$ cat src/design/fdc_pkg.sv
// shared constants and types of the floppy controller command engine
`timescale 1ns / 1ps

package fdc_pkg;

	localparam int BUFFER_BYTES_DEF = 256;

	localparam int FUNC_W  = 3;
	localparam int BYTE_W  = 8;
	localparam int SLEN_W  = 9;
	localparam int REQ_W   = 2;
	localparam int UNIT_W  = 2;
	localparam int SECT_W  = 6;
	localparam int MASK_W  = 4;
	localparam int CIDX_W  = 1;
	localparam int IN_TDATA_W  = 32;
	localparam int OUT_TDATA_W = 24;

	localparam logic [FUNC_W-1:0] FUNC_CMD   = 3'd0;
	localparam logic [FUNC_W-1:0] FUNC_DATA  = 3'd1;
	localparam logic [FUNC_W-1:0] FUNC_PORT  = 3'd2;
	localparam logic [FUNC_W-1:0] FUNC_FILL  = 3'd3;
	localparam logic [FUNC_W-1:0] FUNC_RDONE = 3'd4;
	localparam logic [FUNC_W-1:0] FUNC_FETCH = 3'd5;
	localparam logic [FUNC_W-1:0] FUNC_WDONE = 3'd6;

	localparam logic [BYTE_W-1:0] CMD_READ_A     = 8'h03;
	localparam logic [BYTE_W-1:0] CMD_READ_B     = 8'h07;
	localparam logic [BYTE_W-1:0] CMD_WRITE_A    = 8'h05;
	localparam logic [BYTE_W-1:0] CMD_WRITE_B    = 8'h0F;
	localparam logic [BYTE_W-1:0] CMD_CLR_A      = 8'h0B;
	localparam logic [BYTE_W-1:0] CMD_CLR_B      = 8'h81;
	localparam logic [BYTE_W-1:0] CMD_RESTORE    = 8'h0D;
	localparam logic [BYTE_W-1:0] CMD_SET_TRACK  = 8'h11;
	localparam logic [BYTE_W-1:0] CMD_SET_DENS   = 8'h15;
	localparam logic [BYTE_W-1:0] CMD_SET_UNIT   = 8'h21;
	localparam logic [BYTE_W-1:0] CMD_WBUF_ARM   = 8'h30;
	localparam logic [BYTE_W-1:0] CMD_WBUF_PUSH  = 8'h31;

	localparam int CMD_BUF_MODE_BIT = 6;

	localparam logic [BYTE_W-1:0] ST_CRC       = 8'h08;
	localparam logic [BYTE_W-1:0] ST_PROTECT   = 8'h10;
	localparam logic [BYTE_W-1:0] ST_NOT_READY = 8'h20;
	localparam logic [BYTE_W-1:0] BYTE_EMPTY   = 8'hFF;

	localparam logic [REQ_W-1:0] REQ_NONE  = 2'd0;
	localparam logic [REQ_W-1:0] REQ_READ  = 2'd1;
	localparam logic [REQ_W-1:0] REQ_WRITE = 2'd2;

	localparam logic [CIDX_W-1:0] REG_PRESENT = 1'd0;
	localparam logic [CIDX_W-1:0] REG_PROTECT = 1'd1;

	localparam logic [1:0] PSRC_REG  = 2'd0;
	localparam logic [1:0] PSRC_RBUF = 2'd1;
	localparam logic [1:0] PSRC_WBUF = 2'd2;

	typedef struct packed {
		logic [1:0]        src;
		logic [BYTE_W-1:0] port;
		logic [REQ_W-1:0]  req;
		logic [BYTE_W-1:0] track;
		logic [UNIT_W-1:0] unit;
		logic [SECT_W-1:0] sector;
	} fdc_res_t;

endpackage

$ cat src/design/fdc_ram.sv
// byte buffer memory with one write port and one registered read port
`timescale 1ns / 1ps

module fdc_ram #(
	parameter int DEPTH = fdc_pkg::BUFFER_BYTES_DEF,
	parameter int AW    = $clog2(DEPTH)
) (
	input  logic                      clk,
	input  logic                      we,
	input  logic [AW-1:0]             waddr,
	input  logic [fdc_pkg::BYTE_W-1:0] wdata,
	input  logic                      re,
	input  logic [AW-1:0]             raddr,
	output logic [fdc_pkg::BYTE_W-1:0] rdata
);

	logic [fdc_pkg::BYTE_W-1:0] mem [DEPTH];
	logic [fdc_pkg::BYTE_W-1:0] rdata_q;

	always_ff @(posedge clk) begin
		if (we) begin
			mem[waddr] <= wdata;
		end
		if (re) begin
			rdata_q <= mem[raddr];
		end
	end

	assign rdata = rdata_q;

endmodule

$ cat config.mk
export PLATFORM = sky130hd
export DESIGN_NAME = fdc_ram
export DESIGN_NICKNAME = d
export VERILOG_FILES = /design/src/design/fdc_pkg.sv /design/src/design/fdc_ram.sv
export SDC_FILE = /design/constraint.sdc
export NUM_CORES = 2
export LEC_CHECK = 0
export ABC_AREA = 1
export BUFFER_PORTS_ARGS = -buffer_cell sky130_fd_sc_hd__buf_2
export CORE_MARGIN = 4
export CORE_UTILIZATION = 55
export CTS_CLUSTER_SIZE = 14
export DETAILED_ROUTE_END_ITERATION = 6
export GPL_ROUTABILITY_DRIVEN = 1
export MAX_ROUTING_LAYER = met4
export PLACE_DENSITY = 0.75
export SYNTH_ARGS = -nofsm -noshare
export SYNTH_HDL_FRONTEND = slang
export SYNTH_SLANG_ARGS = --single-unit
$ cat constraint.sdc
create_clock -name clk -period 2.9 [get_ports clk]
set_input_delay 0.435 -clock clk [delete_from_list [all_inputs] [get_ports clk]]
set_output_delay 0.435 -clock clk [all_outputs]
set_load 0.1 [all_outputs]
==> impl_results.md <==
- CTS Hold Bufs: 0
- Row Count: 142
- Final Core Density: 62.80%
- Placed cell count: 9018
- Crit-path most repeated cell: nand3_1
- Placer Congestion: 0.9327
- Post-cts gate resize count: 0
- Die area: 158100 um2
- Startpoint Class: input port
- HPWL after DPL: 132.6 mm
- Final worst path period need: 2.355 ns
- Yosys cell types: 13
- Gr ovfl total: 0
- Final WL: 223.8 mm
- Max incr delay on CP: 0.44 ns
- Root Buffer: clkbuf_16
- Syn nets: 7030
- Failing checks: design-rule violations
- Worst Hold Margin: 0.05272 ns
- Io pins: 35
- Max Fclk: 424.7 MHz
- Share of cells above drive strength 1: 10.25%
- Top cells by count, synth: nand2_1, edfxtp_1, nand3_1
- Area Growth Syn to Fin: 13.08%
- Status: complete, but fails checks
- Post-CTS Repair Setup Buffers: 0
- Worst hold path class: input port to flip-flop
- Clock latency on the worst-skew pair: 0.84 ns
- Crit end category: flip-flop
- Number of synthesized flops with an enable pin: 2056
- Sequential fraction of the synthesis area: 73.96%
- Post-synthesis register bit count: 2056
- Final worst path period share: 81.19%
- Initial DRC count: 8576
- DRT antenna net count: 0
- CTS sink count: 2056
- Slew margin rel.: 38.36%
- Port-buffer cells: 34
- Post-Synth XOR/XNOR Area: 0%
- Synth top area cells: edfxtp_1, nand3_1, nand2_1, buf_2, nor2_1
- Number of global-route vias before repair: 54540
- Synth warn: 0
- CTS buffer count: 195
- Syn avg cell area: 11.92 um2
- Simple-gate share of the synthesized area: 22.92%
- Clk_skew: 0.02482 ns
- Starting Density: 55.54%
- P_leak: 33.41 nW
- Final Hold Violating Endpoints: 0
- Clk buf depth: 3
- Peak supply drop: 0.7010 mV
- Mux share of post-synthesis cell area: 0%
- Top cell type's share of synthesized area: 73.96%
- Die W: 397.6 um
- Compound-cell area share of the yosys netlist: 0%
- Nets@finish: 7226
- Power Density: 650.8 nW/um2
- Number of remaining DRC errors: 3
- Post-Synth Adder-Cell Area: 0%
- Asr flop ratio synth: 0%
- Slowest cell on the critical path: buf_12
- Wirelength per Cell: 23.85 um
- H-tree levels: 4
- Mapped Cells: 7003
- Clock transition at the registers of the reported paths: 0.06 ns
- Arrival @ worst endpoint: 3.06 ns
- Worst slew pin tran: 0.9223 ns
- Vias: 57050
- Setup CP Type: input port to flip-flop
- GR Util All Layers: 28.94%
- Antenna violations before repair: 13
- RSZ-0062 raised after global routing: false
- # setup viols final: 0
- MaxCap Viol Count: 0
- Largest family of logic cells by synthesized area: simple AND/OR/NAND/NOR gates
- Final std cells w/o fill: 9382
- Leading area contributor after synthesis: edfxtp_1
- First-pass GRT wire length: 334.9 mm
- Synth Flop Type: edfxtp_1
- Die H: 397.6 um
- CTS tree: built
- Worst Path Max Fanout: 133
- Syn Std Cell Area: 83480 um2
- Sequence of cells on the critical path: buf_8 -> buf_12 -> buf_4 -> nand2_1 -> nand3_1 -> nand3_1 -> nand3_1 -> nand3_1 -> nand3_1 -> nand3_1 -> nand2_1 -> nand2_1 -> nand2_1
- Family with the most delay on the worst path: simple AND/OR/NAND/NOR gates
- Routed vias/inst: 6.080
- Max-slew violations: 0
- CP bufs+invs: 3
- Worst EP required: 3.60 ns
- Top-count cell post-synth: nand2_1
- Core area: 150300 um2
- DR pass1 iterations: 7
- Largest net degree at the start of global routing: 134
-- through the flow --
step	TNS, ns	setup WS, ns	instance area (um2)	total power, mW
floorplan	0	0.9735	83480	35.52
global placement	-0.2907	-0.1343	88240	37.21
detailed placement	-0.3754	-0.1646	88240	37.29
CTS	0	0.5298	94370	61.48
global route	0	0.4768	94390	63.14
finish	0	0.5454	94390	61.43
-- cells by family (layout without fill, tap and decap cells) --
logic type / after synthesis / count (layout)
buf+inv: 522 / 876
simple gates: 4425 / 4425
other cells: 0 / 9
flops: 2056 / 2056
-- power by group --
| group | total [mW] | leakage [nW] | internal (mW) | switching, mW |
|---|---|---|---|---|
| sequential | 32.8 | 18.5 | 32.8 | 0.0332 |
| clock | 24.7 | 3.00 | 13.8 | 10.8 |
| combinational | 3.97 | 11.9 | 1.03 | 2.94 |
-- state kept, by name (all words and copies together) (netlist names) --
| signal | cells |
|---|---|
| mem | 2048 |
| rdata | 8 |
-- placed cells by master, fill, tap and decap left out --
cell type,count
buf_12,81
inv_2,1
nand3_1,2019
clkinv_8,2
nor2_1,283
inv_16,2
edfxtp_1,2056
clkbuf_16,202
buf_2,22
buf_8,11
inv_6,4
buf_4,368
inv_1,34
diode_2,9
clkinv_16,1
nand2_1,2123
clkinv_2,38
clkinv_1,50
bufinv_16,13
inv_8,3
clkinvlp_4,5
clkbuf_1,38
inv_4,1
-- per-layer routing --
layer  share of wire, %  track usage [%]
met1                 37            39.08
met2                 46            43.36
met3                 13            6.492
met4                4.3            11.13
met5                  0                -
-- area by class of cell --
| class | instances | area, um2 |
|---|---|---|
| clock buffers | 240 | 5197 |
| well taps | 2016 | 2522 |
| flip-flops and latches | 2056 | 61740 |
| multi-input cells | 4425 | 19140 |
| repair buffers | 482 | 4659 |
| fillers | 10870 | 55920 |
| clock inverters | 115 | 934.6 |
| inverters | 39 | 180.2 |
| diodes | 9 | 22.52 |
-- worst paths after layout --
| kind | startpoint | endpoint | slack (ns) | depth (start not counted) |
|---|---|---|---|---|
| setup / recovery | raddr[0] | rdata[4]$_DFFE_PP_ | 0.55 | 13 |
| hold reg to reg | mem[208][2]$_DFFE_PP_ | rdata[2]$_DFFE_PP_ | 1.05 | 10 |
| setup reg to reg | mem[118][2]$_DFFE_PP_ | rdata[2]$_DFFE_PP_ | 0.83 | 10 |
| hold / removal | wdata[5] | mem[117][5]$_DFFE_PP_ | 0.05 | 1 |
No activity file was read; power rests on OpenSTA's default activity.
